==> src/hw/rtl/tilt_complementary_filter_assert.svh <==
// Assertion macros for the tilt complementary filter RTL.
// Included by the top level; needs nothing else.
`ifndef TILT_COMPLEMENTARY_FILTER_ASSERT_SVH
`define TILT_COMPLEMENTARY_FILTER_ASSERT_SVH
`ifndef SYNTHESIS
// Same-cycle implication, checked at every rising edge outside reset.
`define TCF_ASSERT_NOW(label, clk, rst_n, ante, cons) \
	label: assert property (@(posedge clk) disable iff (!rst_n) (ante) |-> (cons)) \
		else $error("tcf assertion failed");
// Next-cycle implication, checked at every rising edge outside reset.
`define TCF_ASSERT_NEXT(label, clk, rst_n, ante, cons) \
	label: assert property (@(posedge clk) disable iff (!rst_n) (ante) |=> (cons)) \
		else $error("tcf assertion failed");
`else
`define TCF_ASSERT_NOW(label, clk, rst_n, ante, cons)
`define TCF_ASSERT_NEXT(label, clk, rst_n, ante, cons)
`endif
`endif

==> src/hw/rtl/tcf_pkg.sv <==
// Shared constants and the CORDIC arctangent table for the tilt filter.
// No dependencies; used by tcf_cordic and tilt_complementary_filter.
package tcf_pkg;

	// Field widths of the sample and result transactions.
	localparam int IN_W      = 16;
	localparam int DT_W      = 17;
	localparam int ACC_OUT_W = 25;
	localparam int FUSED_W   = 28;

	// Defaults for the top-level parameters.
	localparam int FRAC_BITS_DEF    = 16;
	localparam int CORDIC_STEPS_DEF = 16;

	// CORDIC datapath: degrees with TAB_FRAC fractional bits in the angle accumulator.
	localparam int TAB_FRAC    = 24;
	localparam int TAB_LEN     = 24;
	localparam int TAB_IDX_W   = 5;
	localparam int TAB_W       = 30;
	localparam int PRESCALE_SH = 14;
	localparam int XY_W        = IN_W + PRESCALE_SH + 3;
	localparam int Z_W         = TAB_FRAC + 9;
	localparam int ANGLE_INT_W = 9;

	// Constant divisors and the fusion weight (0.98 = 49/50).
	localparam int GYRO_DEN   = 131000000;
	localparam int FUSE_DEN   = 50;
	localparam int FUSE_GAIN  = 49;
	localparam int GYRO_DIGIT = 2;
	localparam int FUSE_DIGIT = 4;

	// atan(2^-i) in degrees, 24 fractional bits, rounded to nearest.
	function automatic logic [TAB_W-1:0] atan_deg(input logic [TAB_IDX_W-1:0] idx);
		logic [TAB_W-1:0] v;
		case (idx)
			5'd0:    v = 30'd754974720;
			5'd1:    v = 30'd445687602;
			5'd2:    v = 30'd235489088;
			5'd3:    v = 30'd119537938;
			5'd4:    v = 30'd60000934;
			5'd5:    v = 30'd30029717;
			5'd6:    v = 30'd15018523;
			5'd7:    v = 30'd7509720;
			5'd8:    v = 30'd3754917;
			5'd9:    v = 30'd1877466;
			5'd10:   v = 30'd938734;
			5'd11:   v = 30'd469367;
			5'd12:   v = 30'd234684;
			5'd13:   v = 30'd117342;
			5'd14:   v = 30'd58671;
			5'd15:   v = 30'd29335;
			5'd16:   v = 30'd14668;
			5'd17:   v = 30'd7334;
			5'd18:   v = 30'd3667;
			5'd19:   v = 30'd1833;
			5'd20:   v = 30'd917;
			5'd21:   v = 30'd458;
			5'd22:   v = 30'd229;
			5'd23:   v = 30'd115;
			default: v = '0;
		endcase
		return v;
	endfunction

endpackage

==> src/hw/rtl/tilt_complementary_filter.sv <==
// Channel  | signals                                   | transfer
// ---------+-------------------------------------------+-----------------------
// in       | accel_x accel_z gyro_y step_time_us       | in_valid && in_ready
// out      | accel_pitch fused_pitch                   | out_valid && out_ready
//
// From acceptance to a loaded result a sample passes through the CORDIC loop (one rotation per
// cycle) and then the 4-bit-per-cycle fusion divider; the gyro divider runs alongside the CORDIC.
// The next sample is taken in the cycle after the result loads, so the block holds one sample
// at a time. A stalled output holds the block before its next result, not before the next input.
// Reset clears the pitch estimate to zero.
// Top level of the tilt complementary filter; depends on tcf_pkg, tcf_cordic, tcf_cdiv and the assertion header.
`include "tilt_complementary_filter_assert.svh"
module tilt_complementary_filter #(
	parameter int FRAC_BITS    = tcf_pkg::FRAC_BITS_DEF,
	parameter int CORDIC_STEPS = tcf_pkg::CORDIC_STEPS_DEF
) (
	input  logic                                   clk,
	input  logic                                   arst_n,
	input  logic                                   in_valid,
	output logic                                   in_ready,
	input  logic signed [tcf_pkg::IN_W-1:0]        accel_x,
	input  logic signed [tcf_pkg::IN_W-1:0]        accel_z,
	input  logic signed [tcf_pkg::IN_W-1:0]        gyro_y,
	input  logic        [tcf_pkg::DT_W-1:0]        step_time_us,
	output logic                                   out_valid,
	input  logic                                   out_ready,
	output logic signed [tcf_pkg::ACC_OUT_W-1:0]   accel_pitch,
	output logic signed [tcf_pkg::FUSED_W-1:0]     fused_pitch
);

	localparam int IN_W    = tcf_pkg::IN_W;
	localparam int FUSED_W = tcf_pkg::FUSED_W;
	localparam int ACC_W   = FRAC_BITS + tcf_pkg::ANGLE_INT_W;
	localparam int PROD_W  = IN_W + tcf_pkg::DT_W;
	localparam int GNUM_W  = PROD_W + FRAC_BITS;

	// Gyro increment divider sizing.
	localparam int G_DB    = tcf_pkg::GYRO_DIGIT;
	localparam int G_DLOG  = $clog2(tcf_pkg::GYRO_DEN + 1) - 1;
	localparam int G_STEPS = (GNUM_W + 1 - G_DLOG + G_DB - 1) / G_DB;
	localparam int INC_W   = G_STEPS * G_DB + 1;

	// Fusion divider sizing.
	localparam int SUM_W   = ((FUSED_W > INC_W) ? FUSED_W : INC_W) + 1;
	localparam int FS_W    = SUM_W + 7;
	localparam int F_DB    = tcf_pkg::FUSE_DIGIT;
	localparam int F_DLOG  = $clog2(tcf_pkg::FUSE_DEN + 1) - 1;
	localparam int F_STEPS = (FS_W + 1 - F_DLOG + F_DB - 1) / F_DB;
	localparam int FQ_W    = F_STEPS * F_DB + 1;

	localparam logic signed [FQ_W-1:0]  F_MAX   = FQ_W'((64'sd1 <<< (FUSED_W - 1)) - 64'sd1);
	localparam logic signed [FQ_W-1:0]  F_MIN   = -F_MAX - FQ_W'(1);
	localparam logic signed [ACC_W-1:0] ACC_LIM = ACC_W'(180 * (2 ** FRAC_BITS));

	localparam logic [2:0] S_IDLE  = 3'd0;
	localparam logic [2:0] S_MUL   = 3'd1;
	localparam logic [2:0] S_WAIT  = 3'd2;
	localparam logic [2:0] S_SCALE = 3'd3;
	localparam logic [2:0] S_FDIV  = 3'd4;
	localparam logic [2:0] S_FWAIT = 3'd5;
	localparam logic [2:0] S_OUT   = 3'd6;

	logic [2:0]                state_q;
	logic                      acc_have_q, inc_have_q;
	logic                      out_valid_q;
	logic signed [FUSED_W-1:0] pitch_q;
	logic signed [PROD_W-1:0]  prod_q;
	logic signed [ACC_W-1:0]   acc_q;
	logic signed [INC_W-1:0]   inc_q;
	logic signed [SUM_W-1:0]   sum_q;
	logic signed [FS_W-1:0]    fnum_q;
	logic signed [tcf_pkg::ACC_OUT_W-1:0] acc_out_q;
	logic signed [FUSED_W-1:0] fused_out_q;

	logic                      in_fire, out_load;
	logic                      cdone, gdone, fdone;
	logic signed [ACC_W-1:0]   cangle;
	logic signed [INC_W-1:0]   ginc;
	logic signed [FQ_W-1:0]    fquo, fsat;
	logic signed [PROD_W:0]    prod_full;
	logic signed [GNUM_W-1:0]  gnum;
	logic signed [SUM_W-1:0]   sum_nx;
	logic signed [FS_W-1:0]    fnum_nx;

	assign in_ready = (state_q == S_IDLE);
	assign in_fire  = in_valid && in_ready;
	assign out_load = (state_q == S_OUT) && (!out_valid_q || out_ready);

	assign prod_full = gyro_y * $signed({1'b0, step_time_us});
	assign gnum      = {prod_q, {FRAC_BITS{1'b0}}};
	assign sum_nx    = pitch_q + inc_q;
	assign fnum_nx   = sum_q * FS_W'(tcf_pkg::FUSE_GAIN) + acc_q;

	always_comb begin
		if (fquo > F_MAX) begin
			fsat = F_MAX;
		end else if (fquo < F_MIN) begin
			fsat = F_MIN;
		end else begin
			fsat = fquo;
		end
	end

	tcf_cordic #(
		.FRAC_BITS    (FRAC_BITS),
		.CORDIC_STEPS (CORDIC_STEPS)
	) u_cordic (
		.clk    (clk),
		.arst_n (arst_n),
		.start  (in_fire),
		.ax     (accel_x),
		.az     (accel_z),
		.done   (cdone),
		.angle  (cangle)
	);

	tcf_cdiv #(
		.NUM_W      (GNUM_W),
		.DIVISOR    (tcf_pkg::GYRO_DEN),
		.DIGIT_BITS (G_DB),
		.STEPS      (G_STEPS)
	) u_gdiv (
		.clk    (clk),
		.arst_n (arst_n),
		.start  (state_q == S_MUL),
		.num    (gnum),
		.done   (gdone),
		.quo    (ginc)
	);

	tcf_cdiv #(
		.NUM_W      (FS_W),
		.DIVISOR    (tcf_pkg::FUSE_DEN),
		.DIGIT_BITS (F_DB),
		.STEPS      (F_STEPS)
	) u_fdiv (
		.clk    (clk),
		.arst_n (arst_n),
		.start  (state_q == S_FDIV),
		.num    (fnum_q),
		.done   (fdone),
		.quo    (fquo)
	);

	always_ff @(posedge clk or negedge arst_n) begin
		if (!arst_n) begin
			state_q     <= S_IDLE;
			acc_have_q  <= 1'b0;
			inc_have_q  <= 1'b0;
			out_valid_q <= 1'b0;
			pitch_q     <= '0;
		end else begin
			if (cdone) begin
				acc_have_q <= 1'b1;
			end
			if (gdone) begin
				inc_have_q <= 1'b1;
			end
			if (out_load) begin
				out_valid_q <= 1'b1;
			end else if (out_ready) begin
				out_valid_q <= 1'b0;
			end
			case (state_q)
				S_IDLE: begin
					if (in_fire) begin
						state_q <= S_MUL;
					end
				end
				S_MUL: state_q <= S_WAIT;
				S_WAIT: begin
					if (acc_have_q && inc_have_q) begin
						acc_have_q <= 1'b0;
						inc_have_q <= 1'b0;
						state_q    <= S_SCALE;
					end
				end
				S_SCALE: state_q <= S_FDIV;
				S_FDIV:  state_q <= S_FWAIT;
				S_FWAIT: begin
					if (fdone) begin
						pitch_q <= FUSED_W'(fsat);
						state_q <= S_OUT;
					end
				end
				S_OUT: begin
					if (out_load) begin
						state_q <= S_IDLE;
					end
				end
				default: state_q <= S_IDLE;
			endcase
		end
	end

	always_ff @(posedge clk) begin
		if (in_fire) begin
			prod_q <= prod_full[PROD_W-1:0];
		end
		if (cdone) begin
			acc_q <= cangle;
		end
		if (gdone) begin
			inc_q <= ginc;
		end
		if (state_q == S_WAIT && acc_have_q && inc_have_q) begin
			sum_q <= sum_nx;
		end
		if (state_q == S_SCALE) begin
			fnum_q <= fnum_nx;
		end
		if (out_load) begin
			acc_out_q   <= tcf_pkg::ACC_OUT_W'(acc_q);
			fused_out_q <= pitch_q;
		end
	end

	assign out_valid   = out_valid_q;
	assign accel_pitch = acc_out_q;
	assign fused_pitch = fused_out_q;

	`TCF_ASSERT_NEXT(a_one_at_a_time, clk, arst_n, in_fire, !in_ready)
	`TCF_ASSERT_NOW(a_units_done_in_wait, clk, arst_n, cdone || gdone, state_q == S_WAIT)
	`TCF_ASSERT_NOW(a_acc_in_range, clk, arst_n, acc_have_q, (acc_q <= ACC_LIM) && (acc_q >= -ACC_LIM))
	`TCF_ASSERT_NEXT(a_out_matches_state, clk, arst_n, out_load, fused_pitch == pitch_q)

endmodule

==> src/hw/rtl/tcf_cordic.sv <==
// Iterative vectoring CORDIC: atan2(-ax, az) in degrees, one rotation per cycle.
// Depends on tcf_pkg for widths and the arctangent table.
module tcf_cordic #(
	parameter int FRAC_BITS    = tcf_pkg::FRAC_BITS_DEF,
	parameter int CORDIC_STEPS = tcf_pkg::CORDIC_STEPS_DEF
) (
	input  logic                                       clk,
	input  logic                                       arst_n,
	input  logic                                       start,
	input  logic signed [tcf_pkg::IN_W-1:0]            ax,
	input  logic signed [tcf_pkg::IN_W-1:0]            az,
	output logic                                       done,
	output logic signed [FRAC_BITS+tcf_pkg::ANGLE_INT_W-1:0] angle
);

	localparam int XY_W      = tcf_pkg::XY_W;
	localparam int Z_W       = tcf_pkg::Z_W;
	localparam int ACC_W     = FRAC_BITS + tcf_pkg::ANGLE_INT_W;
	localparam int STEPS_EFF = (CORDIC_STEPS > tcf_pkg::TAB_LEN) ? tcf_pkg::TAB_LEN
	                                                             : CORDIC_STEPS;
	localparam int CNT_W     = $clog2(STEPS_EFF);
	localparam int SH_OUT    = tcf_pkg::TAB_FRAC - FRAC_BITS;
	localparam logic signed [Z_W-1:0] Z_ROUND = Z_W'(2 ** (SH_OUT - 1));
	localparam logic signed [Z_W-1:0] Z_LIM   = Z_W'(180 * (2 ** FRAC_BITS));
	localparam logic signed [Z_W-1:0] Z_QUAD  = Z_W'(90 * (2 ** tcf_pkg::TAB_FRAC));

	localparam logic [1:0] C_IDLE = 2'd0;
	localparam logic [1:0] C_RUN  = 2'd1;
	localparam logic [1:0] C_FIN  = 2'd2;

	logic [1:0]              state_q;
	logic [CNT_W-1:0]        cnt_q;
	logic                    done_q;
	logic                    zero_q;
	logic signed [XY_W-1:0]  x_q, y_q;
	logic signed [Z_W-1:0]   z_q;
	logic signed [ACC_W-1:0] ang_q;

	logic signed [XY_W-1:0]  ax_e, az_e, x0, y0, x_ld, y_ld;
	logic signed [Z_W-1:0]   z_ld;
	logic signed [XY_W-1:0]  xs, ys, x_nx, y_nx;
	logic [tcf_pkg::TAB_W-1:0] tab;
	logic signed [Z_W-1:0]   tab_e, z_nx, z_rnd, z_clp;

	// Prescale and rotate a vector in the left half-plane by 90 degrees.
	always_comb begin
		ax_e = ax;
		az_e = az;
		x0   = az_e <<< tcf_pkg::PRESCALE_SH;
		y0   = -(ax_e <<< tcf_pkg::PRESCALE_SH);
		x_ld = x0;
		y_ld = y0;
		z_ld = '0;
		if (x0[XY_W-1]) begin
			if (!y0[XY_W-1]) begin
				x_ld = y0;
				y_ld = -x0;
				z_ld = Z_QUAD;
			end else begin
				x_ld = -y0;
				y_ld = x0;
				z_ld = -Z_QUAD;
			end
		end
	end

	always_comb begin
		xs    = x_q >>> cnt_q;
		ys    = y_q >>> cnt_q;
		tab   = tcf_pkg::atan_deg(tcf_pkg::TAB_IDX_W'(cnt_q));
		tab_e = {{(Z_W - tcf_pkg::TAB_W){1'b0}}, tab};
		if (!y_q[XY_W-1]) begin
			x_nx = x_q + ys;
			y_nx = y_q - xs;
			z_nx = z_q + tab_e;
		end else begin
			x_nx = x_q - ys;
			y_nx = y_q + xs;
			z_nx = z_q - tab_e;
		end
	end

	// Round to FRAC_BITS with ties toward plus infinity, then clamp to +-180 degrees.
	always_comb begin
		z_rnd = (z_q + Z_ROUND) >>> SH_OUT;
		if (z_rnd > Z_LIM) begin
			z_clp = Z_LIM;
		end else if (z_rnd < -Z_LIM) begin
			z_clp = -Z_LIM;
		end else begin
			z_clp = z_rnd;
		end
	end

	always_ff @(posedge clk or negedge arst_n) begin
		if (!arst_n) begin
			state_q <= C_IDLE;
			cnt_q   <= '0;
			done_q  <= 1'b0;
		end else begin
			done_q <= 1'b0;
			case (state_q)
				C_IDLE: begin
					if (start) begin
						cnt_q   <= '0;
						state_q <= C_RUN;
					end
				end
				C_RUN: begin
					cnt_q <= cnt_q + 1'b1;
					if (cnt_q == CNT_W'(STEPS_EFF - 1)) begin
						state_q <= C_FIN;
					end
				end
				C_FIN: begin
					done_q  <= 1'b1;
					state_q <= C_IDLE;
				end
				default: state_q <= C_IDLE;
			endcase
		end
	end

	always_ff @(posedge clk) begin
		if (state_q == C_IDLE && start) begin
			x_q    <= x_ld;
			y_q    <= y_ld;
			z_q    <= z_ld;
			zero_q <= (ax == '0) && (az == '0);
		end else if (state_q == C_RUN) begin
			x_q <= x_nx;
			y_q <= y_nx;
			z_q <= z_nx;
		end
		if (state_q == C_FIN) begin
			ang_q <= zero_q ? '0 : ACC_W'(z_clp);
		end
	end

	assign done  = done_q;
	assign angle = ang_q;

endmodule

==> src/hw/rtl/tcf_cdiv.sv <==
// Signed division by a constant, rounded to nearest with ties away from zero.
// Digit-serial long division, DIGIT_BITS quotient bits per cycle; no package needed.
module tcf_cdiv #(
	parameter int NUM_W      = 36,
	parameter int DIVISOR    = 50,
	parameter int DIGIT_BITS = 4,
	parameter int STEPS      = 8
) (
	input  logic                                   clk,
	input  logic                                   arst_n,
	input  logic                                   start,
	input  logic signed [NUM_W-1:0]                num,
	output logic                                   done,
	output logic signed [STEPS*DIGIT_BITS:0]       quo
);

	localparam int MAG_W = NUM_W + 1;
	localparam int DLOG  = $clog2(DIVISOR + 1) - 1;
	localparam int Q_W   = STEPS * DIGIT_BITS;
	localparam int EXT_W = DLOG + Q_W;
	localparam int R_W   = DLOG + 1;
	localparam int RS_W  = R_W + DIGIT_BITS;
	localparam int CNT_W = $clog2(STEPS);
	localparam int HALF  = DIVISOR / 2;
	localparam int RADIX = 2 ** DIGIT_BITS;

	localparam logic [1:0] D_IDLE = 2'd0;
	localparam logic [1:0] D_PREP = 2'd1;
	localparam logic [1:0] D_RUN  = 2'd2;
	localparam logic [1:0] D_FIN  = 2'd3;

	logic [1:0]            state_q;
	logic [CNT_W-1:0]      cnt_q;
	logic                  done_q;
	logic                  neg_q;
	logic [NUM_W-1:0]      mag_q;
	logic [R_W-1:0]        rem_q;
	logic [Q_W-1:0]        sh_q;
	logic signed [Q_W:0]   quo_q;

	logic [EXT_W-1:0]      ext;
	logic [RS_W-1:0]       rs, sub;
	logic [DIGIT_BITS-1:0] dig;
	logic [R_W-1:0]        rem_nx;

	// The remainder stays below DIVISOR, so the top DLOG dividend bits seed it directly.
	assign ext = EXT_W'(mag_q) + EXT_W'(HALF);

	always_comb begin
		rs  = {rem_q, sh_q[Q_W-1 -: DIGIT_BITS]};
		dig = '0;
		sub = '0;
		for (int k = 1; k < RADIX; k++) begin
			if (rs >= RS_W'(k * DIVISOR)) begin
				dig = DIGIT_BITS'(k);
				sub = RS_W'(k * DIVISOR);
			end
		end
		rem_nx = R_W'(rs - sub);
	end

	always_ff @(posedge clk or negedge arst_n) begin
		if (!arst_n) begin
			state_q <= D_IDLE;
			cnt_q   <= '0;
			done_q  <= 1'b0;
		end else begin
			done_q <= 1'b0;
			case (state_q)
				D_IDLE: begin
					if (start) begin
						state_q <= D_PREP;
					end
				end
				D_PREP: begin
					cnt_q   <= '0;
					state_q <= D_RUN;
				end
				D_RUN: begin
					cnt_q <= cnt_q + 1'b1;
					if (cnt_q == CNT_W'(STEPS - 1)) begin
						state_q <= D_FIN;
					end
				end
				D_FIN: begin
					done_q  <= 1'b1;
					state_q <= D_IDLE;
				end
				default: state_q <= D_IDLE;
			endcase
		end
	end

	// The dividend shifts out of the top of sh_q while quotient digits shift in below.
	always_ff @(posedge clk) begin
		case (state_q)
			D_IDLE: begin
				if (start) begin
					neg_q <= num[NUM_W-1];
					mag_q <= num[NUM_W-1] ? $unsigned(-num) : $unsigned(num);
				end
			end
			D_PREP: begin
				rem_q <= R_W'(ext[EXT_W-1:Q_W]);
				sh_q  <= ext[Q_W-1:0];
			end
			D_RUN: begin
				rem_q <= rem_nx;
				sh_q  <= {sh_q[Q_W-DIGIT_BITS-1:0], dig};
			end
			D_FIN: begin
				quo_q <= neg_q ? -$signed({1'b0, sh_q}) : $signed({1'b0, sh_q});
			end
			default: begin
			end
		endcase
	end

	assign done = done_q;
	assign quo  = quo_q;

endmodule
==> config.mk <==
export PLATFORM = sky130hd
export DESIGN_NAME = tilt_complementary_filter
export DESIGN_NICKNAME = d
export VERILOG_FILES = /design/src/hw/rtl/tcf_pkg.sv /design/src/hw/rtl/tilt_complementary_filter.sv /design/src/hw/rtl/tcf_cordic.sv /design/src/hw/rtl/tcf_cdiv.sv
export VERILOG_INCLUDE_DIRS = /design/src /design/src/hw/rtl
export SDC_FILE = /design/constraint.sdc
export NUM_CORES = 2
export LEC_CHECK = 0
export ABC_AREA = 1
export BUFFER_PORTS_ARGS = -buffer_cell sky130_fd_sc_hd__buf_2
export CORE_MARGIN = 2
export CORE_UTILIZATION = 52
export DETAILED_ROUTE_END_ITERATION = 12
export MAX_ROUTING_LAYER = met4
export PLACE_DENSITY = 0.73
export SLEW_MARGIN = 30
export SYNTH_ARGS = -nofsm -noshare
export SYNTH_HDL_FRONTEND = slang
export SYNTH_SLANG_ARGS = --single-unit
==> constraint.sdc <==
create_clock -name clk -period 5.7 [get_ports clk]
set_input_delay 0.285 -clock clk [delete_from_list [all_inputs] [get_ports clk]]
set_output_delay 0.285 -clock clk [all_outputs]
set_load 0.03 [all_outputs]
==> out/metrics.yaml <==
global_route:
  grt_pass1_wl_mm: 230
  grt_pass1_vias: 44749
  track_usage_pct: 27.4
  antenna_found_initial: 0
  grt_max_degree: 79
  gr-total-overflow: 0
worst_setup_path:
  cp_slowest_cell: "fa_1"
  slowest_delay_ps: 550
  end_kind: "flip-flop"
  crit_chain: "buf_2 > inv_1 > or2_2 > fa_1 > fa_1 > inv_1 > fa_1 > fa_1 > fa_1 > inv_1 > fa_1 > inv_1 > ha_1 > a21oi_1 > o21ai_0 > a21oi_1 > o21ai_0 > nand2_1 > nand2_1 > a21oi_2 > o21ai_0 > xor2_1"
  worstSetupPathType: "in -> reg"
  r2r-start: "u_cordic.cnt_q[1]"
  arrival_ps: 5750
  r2r-end: "u_cordic.y_q[27]"
  cp-start-kind: "input port"
  cpMostUsedCell: "fa_1"
  timing.reg2reg.setup_slack_ps: 470
  crit_path_max_fanout: 4
  critPathRequiredTime_ps: 6070
  cp_top_family: "adder cells"
  r2r_cells: 28
  worst-path-buf-inv: 5
layout:
  seq_area_um2: 17700
  nets: 7767
  layout_commonest_cell: "nand2_1"
  syn_to_final_growth_pct: 9.98
  multi_input_area_um2: 31800
  final_cells: 8441
  final_util_pct: 57.9
  n_antenna_cell: 0
  drive_above_1_share_pct: 8.37
  fillers: 9387
  mostFrequentLayoutCells: "1489 x nand2_1, 1132 x inv_1, 544 x edfxtp_1"
power:
  vdd_ir_drop_max_mv: 0.489
  p_leak_uw: 0.0283
  powerDensity_nw_per_um2: 305
yosys:
  synth_cell_types: 71
  ys_seq_elements: 598
  synth_top_flop_cell: "edfxtp_1"
  yosys_warnings: 0
  yosysSeqAreaShare_pct: 32.4
  ys_async_sr_fraction_pct: 9.03
  avgSynthCellArea_um2: 8.03
  synthCells: 6803
  synth_edf_count: 544
  syn-num-nets: 7567
  synth_area_um2: 54600
floorplanning:
  io_pins: 124
  die_w_um: 328
  die_area_um2: 108000
  row_count: 118
  initial_core_util_pct: 52.6
  die_h_um: 328
  fp.coreArea_um2: 104000
clock_network:
  cts-root-buf: "clkbuf_16"
  clock_latency_ps: 650
  cts_num_sinks: 598
  cts_htree_levels: 3
  numCtsBuffers: 72
  cts_setup_buffers: 0
  cts_buffer_depth: 3
  cts_tree: "done"
  path_clk_slew_ps: 60
drt:
  final_antenna_net_count: 0
  dr.pass1.iters: 5
  vias: 46039
  drc: 0
  drtIter0Drc: 3797
  viasPerCell: 5.45
  wl_per_cell_um: 17.0
  wl_mm: 143
sta:
  setup_viol: 0
  skew_ps: 26.9
  hold_viol: 0
  timing.hold.ws_ps: 52.8
  rsz0062_at_grt: "false"
  clock.fmax_ghz: 0.186
  tightest_slew_ps: 859
  setup_ws_ps: 322
  period_share_pct: 94.3
  slew_headroom_pct: 42.7
  drv_slew: 0
  post-route-min-period_ps: 5380
place:
  portBuffers: 123
  place_inst: 8302
  preCtsSetupSlack_ps: -389
  place_hpwl_mm: 115
  gp_congestion: 0.995
hold_path:
  worstHoldStart: "accel_z[7]"
  holdPathStages: 3
  min_to: "u_cordic.x_q[21]"
  hold_path.class: "in -> reg"
run_status:
  outcome: "complete, no violations"
flow_run:
  drv_cap: 0
## layer usage
layer | vias to the layer above | global-route usage (%) | share of wire [%]
met5 | - | - | 0
met2 | 1462 | 45.4 | 48
met1 | 21585 | 35.3 | 43
met3 | 301 | 2.85 | 5.5
met4 | 0 | 8.71 | 3.3
li1 | 22691 | - | -
## worst register-to-register path, delay by kind of cell (launching register included)
kind | cells | cell delay [ps]
AND/OR/NAND/NOR | 13 | 1930
flip-flops | 1 | 530
AO/OA/AOI/OAI | 5 | 850
adder cells (fa/ha/maj) | 1 | 350
XOR/XNOR | 1 | 170
buffers and inverters | 8 | 1130
## worst max path at each step
stage	startpoint	to	slack (ps)	cells past startpoint
floorplan	step_time_us[1]	prod_q[31]	0.7	25
global placement	gyro_y[15]	prod_q[32]	-290	22
detailed placement	gyro_y[15]	prod_q[28]	-390	22
CTS	gyro_y[15]	prod_q[28]	290	22
global route	u_cordic.cnt_q[1]	u_cordic.x_q[20]	9	28
finish	gyro_y[15]	prod_q[28]	320	22
## power breakdown
group | internal (uW) | leakage (uW) | switching, uW
clock network | 2670 | 0.00116 | 1940
logic | 4220 | 0.0218 | 4400
registers | 5100 | 0.00533 | 0.0000000000000264
## cell families (layout without fill, tap and decap cells)
kind of cell,after synthesis,in the layout,synth area share (%)
AOI/OAI and AO/OA,1061,1061,11.1
DFF,598,598,32.4
xor gates and xnor gates,370,370,5.93
muxes,1,1,0.0183
buffers and inverters,1333,1591,9.53
and+or+nand+nor,2745,2745,21.3
adders and majority gates,695,695,19.7
## per-stage QoR
stage          power, uW  area, um2  TNS, ps
2_1_floorplan      10500      54700        0
3_3_place_gp       13700      57500    -1850
3_5_place_dp       13800      57600    -2710
4_1_cts            18500      60100        0
5_1_grt            19900      60100        0
6_report           18300      60100        0
## synth_stat cells (6+ instances only)
master | number | share of area (%)
o21ai_0 | 353 | 3.2
a221oi_1 | 10 | 0.16
inv_2 | 10 | 0.069
clkbuf_1 | 123 | 0.85
nand2_2 | 31 | 0.36
ha_1 | 422 | 9.7
or2_2 | 34 | 0.39
nand3b_1 | 7 | 0.096
buf_4 | 7 | 0.096
o21bai_1 | 22 | 0.30
a31oi_1 | 42 | 0.48
nor2_2 | 24 | 0.27
nand3_2 | 8 | 0.15
buf_2 | 29 | 0.27
nor3_1 | 107 | 0.98
nor2_4 | 6 | 0.12
nor4_1 | 32 | 0.37
and2_1 | 6 | 0.069
o211ai_1 | 23 | 0.32
nor3_2 | 6 | 0.11
o2111ai_1 | 6 | 0.096
a21boi_0 | 14 | 0.19
o21ai_1 | 40 | 0.37
a21oi_1 | 379 | 3.5
nand3_1 | 375 | 3.4
xor2_1 | 256 | 4.1
inv_1 | 1134 | 7.8
o21ai_2 | 21 | 0.34
nand4_1 | 71 | 0.81
buf_6 | 15 | 0.31
nand2_1 | 1489 | 10
o31ai_1 | 22 | 0.30
o22ai_1 | 20 | 0.23
nor2_1 | 531 | 3.6
dfrtp_1 | 54 | 2.5
o21a_1 | 29 | 0.40
buf_1 | 9 | 0.062
xnor2_1 | 114 | 1.8
a21o_1 | 23 | 0.32
o221ai_1 | 18 | 0.29
a211oi_1 | 6 | 0.082
edfxtp_1 | 544 | 30
o41ai_1 | 7 | 0.11
fa_1 | 273 | 10
## final cells by class
cell class,count,share of cell area [%]
Clock buffer,86,3.21
Clock inverter,46,0.773
Inverter,1148,7.19
Multi-Input combinational cell,4872,53.0
Sequential cell,598,29.5
Tap cell,1380,2.87
Timing Repair Buffer,311,3.55
## flip-flops by register name (all words and copies together), names as in the netlist, 25 cells and up
name / cells
u_fdiv.mag_q: 36
acc_q: 25
fused_pitch: 28
u_cordic.z_q: 33
inc_q: 25
sum_q: 29
u_cordic.x_q: 33
fnum_q: 36
prod_q: 33
u_cordic.angle: 25
u_gdiv.rem_q: 27
u_fdiv.sh_q: 32
u_gdiv.quo: 25
u_cordic.y_q: 33
u_gdiv.mag_q: 33
pitch_q: 28
u_fdiv.quo: 33
accel_pitch: 25
## repair_timing
| item | in CTS | in global routing |
|---|---|---|
| hold endpoints to repair | 60 | 0 |
| gates resized for setup | 0 | 5 |
| hold buffers | 7 | 0 |
| endpoints found under the setup margin | 0 | 6 |
No activity file was read; power rests on OpenSTA's default activity.
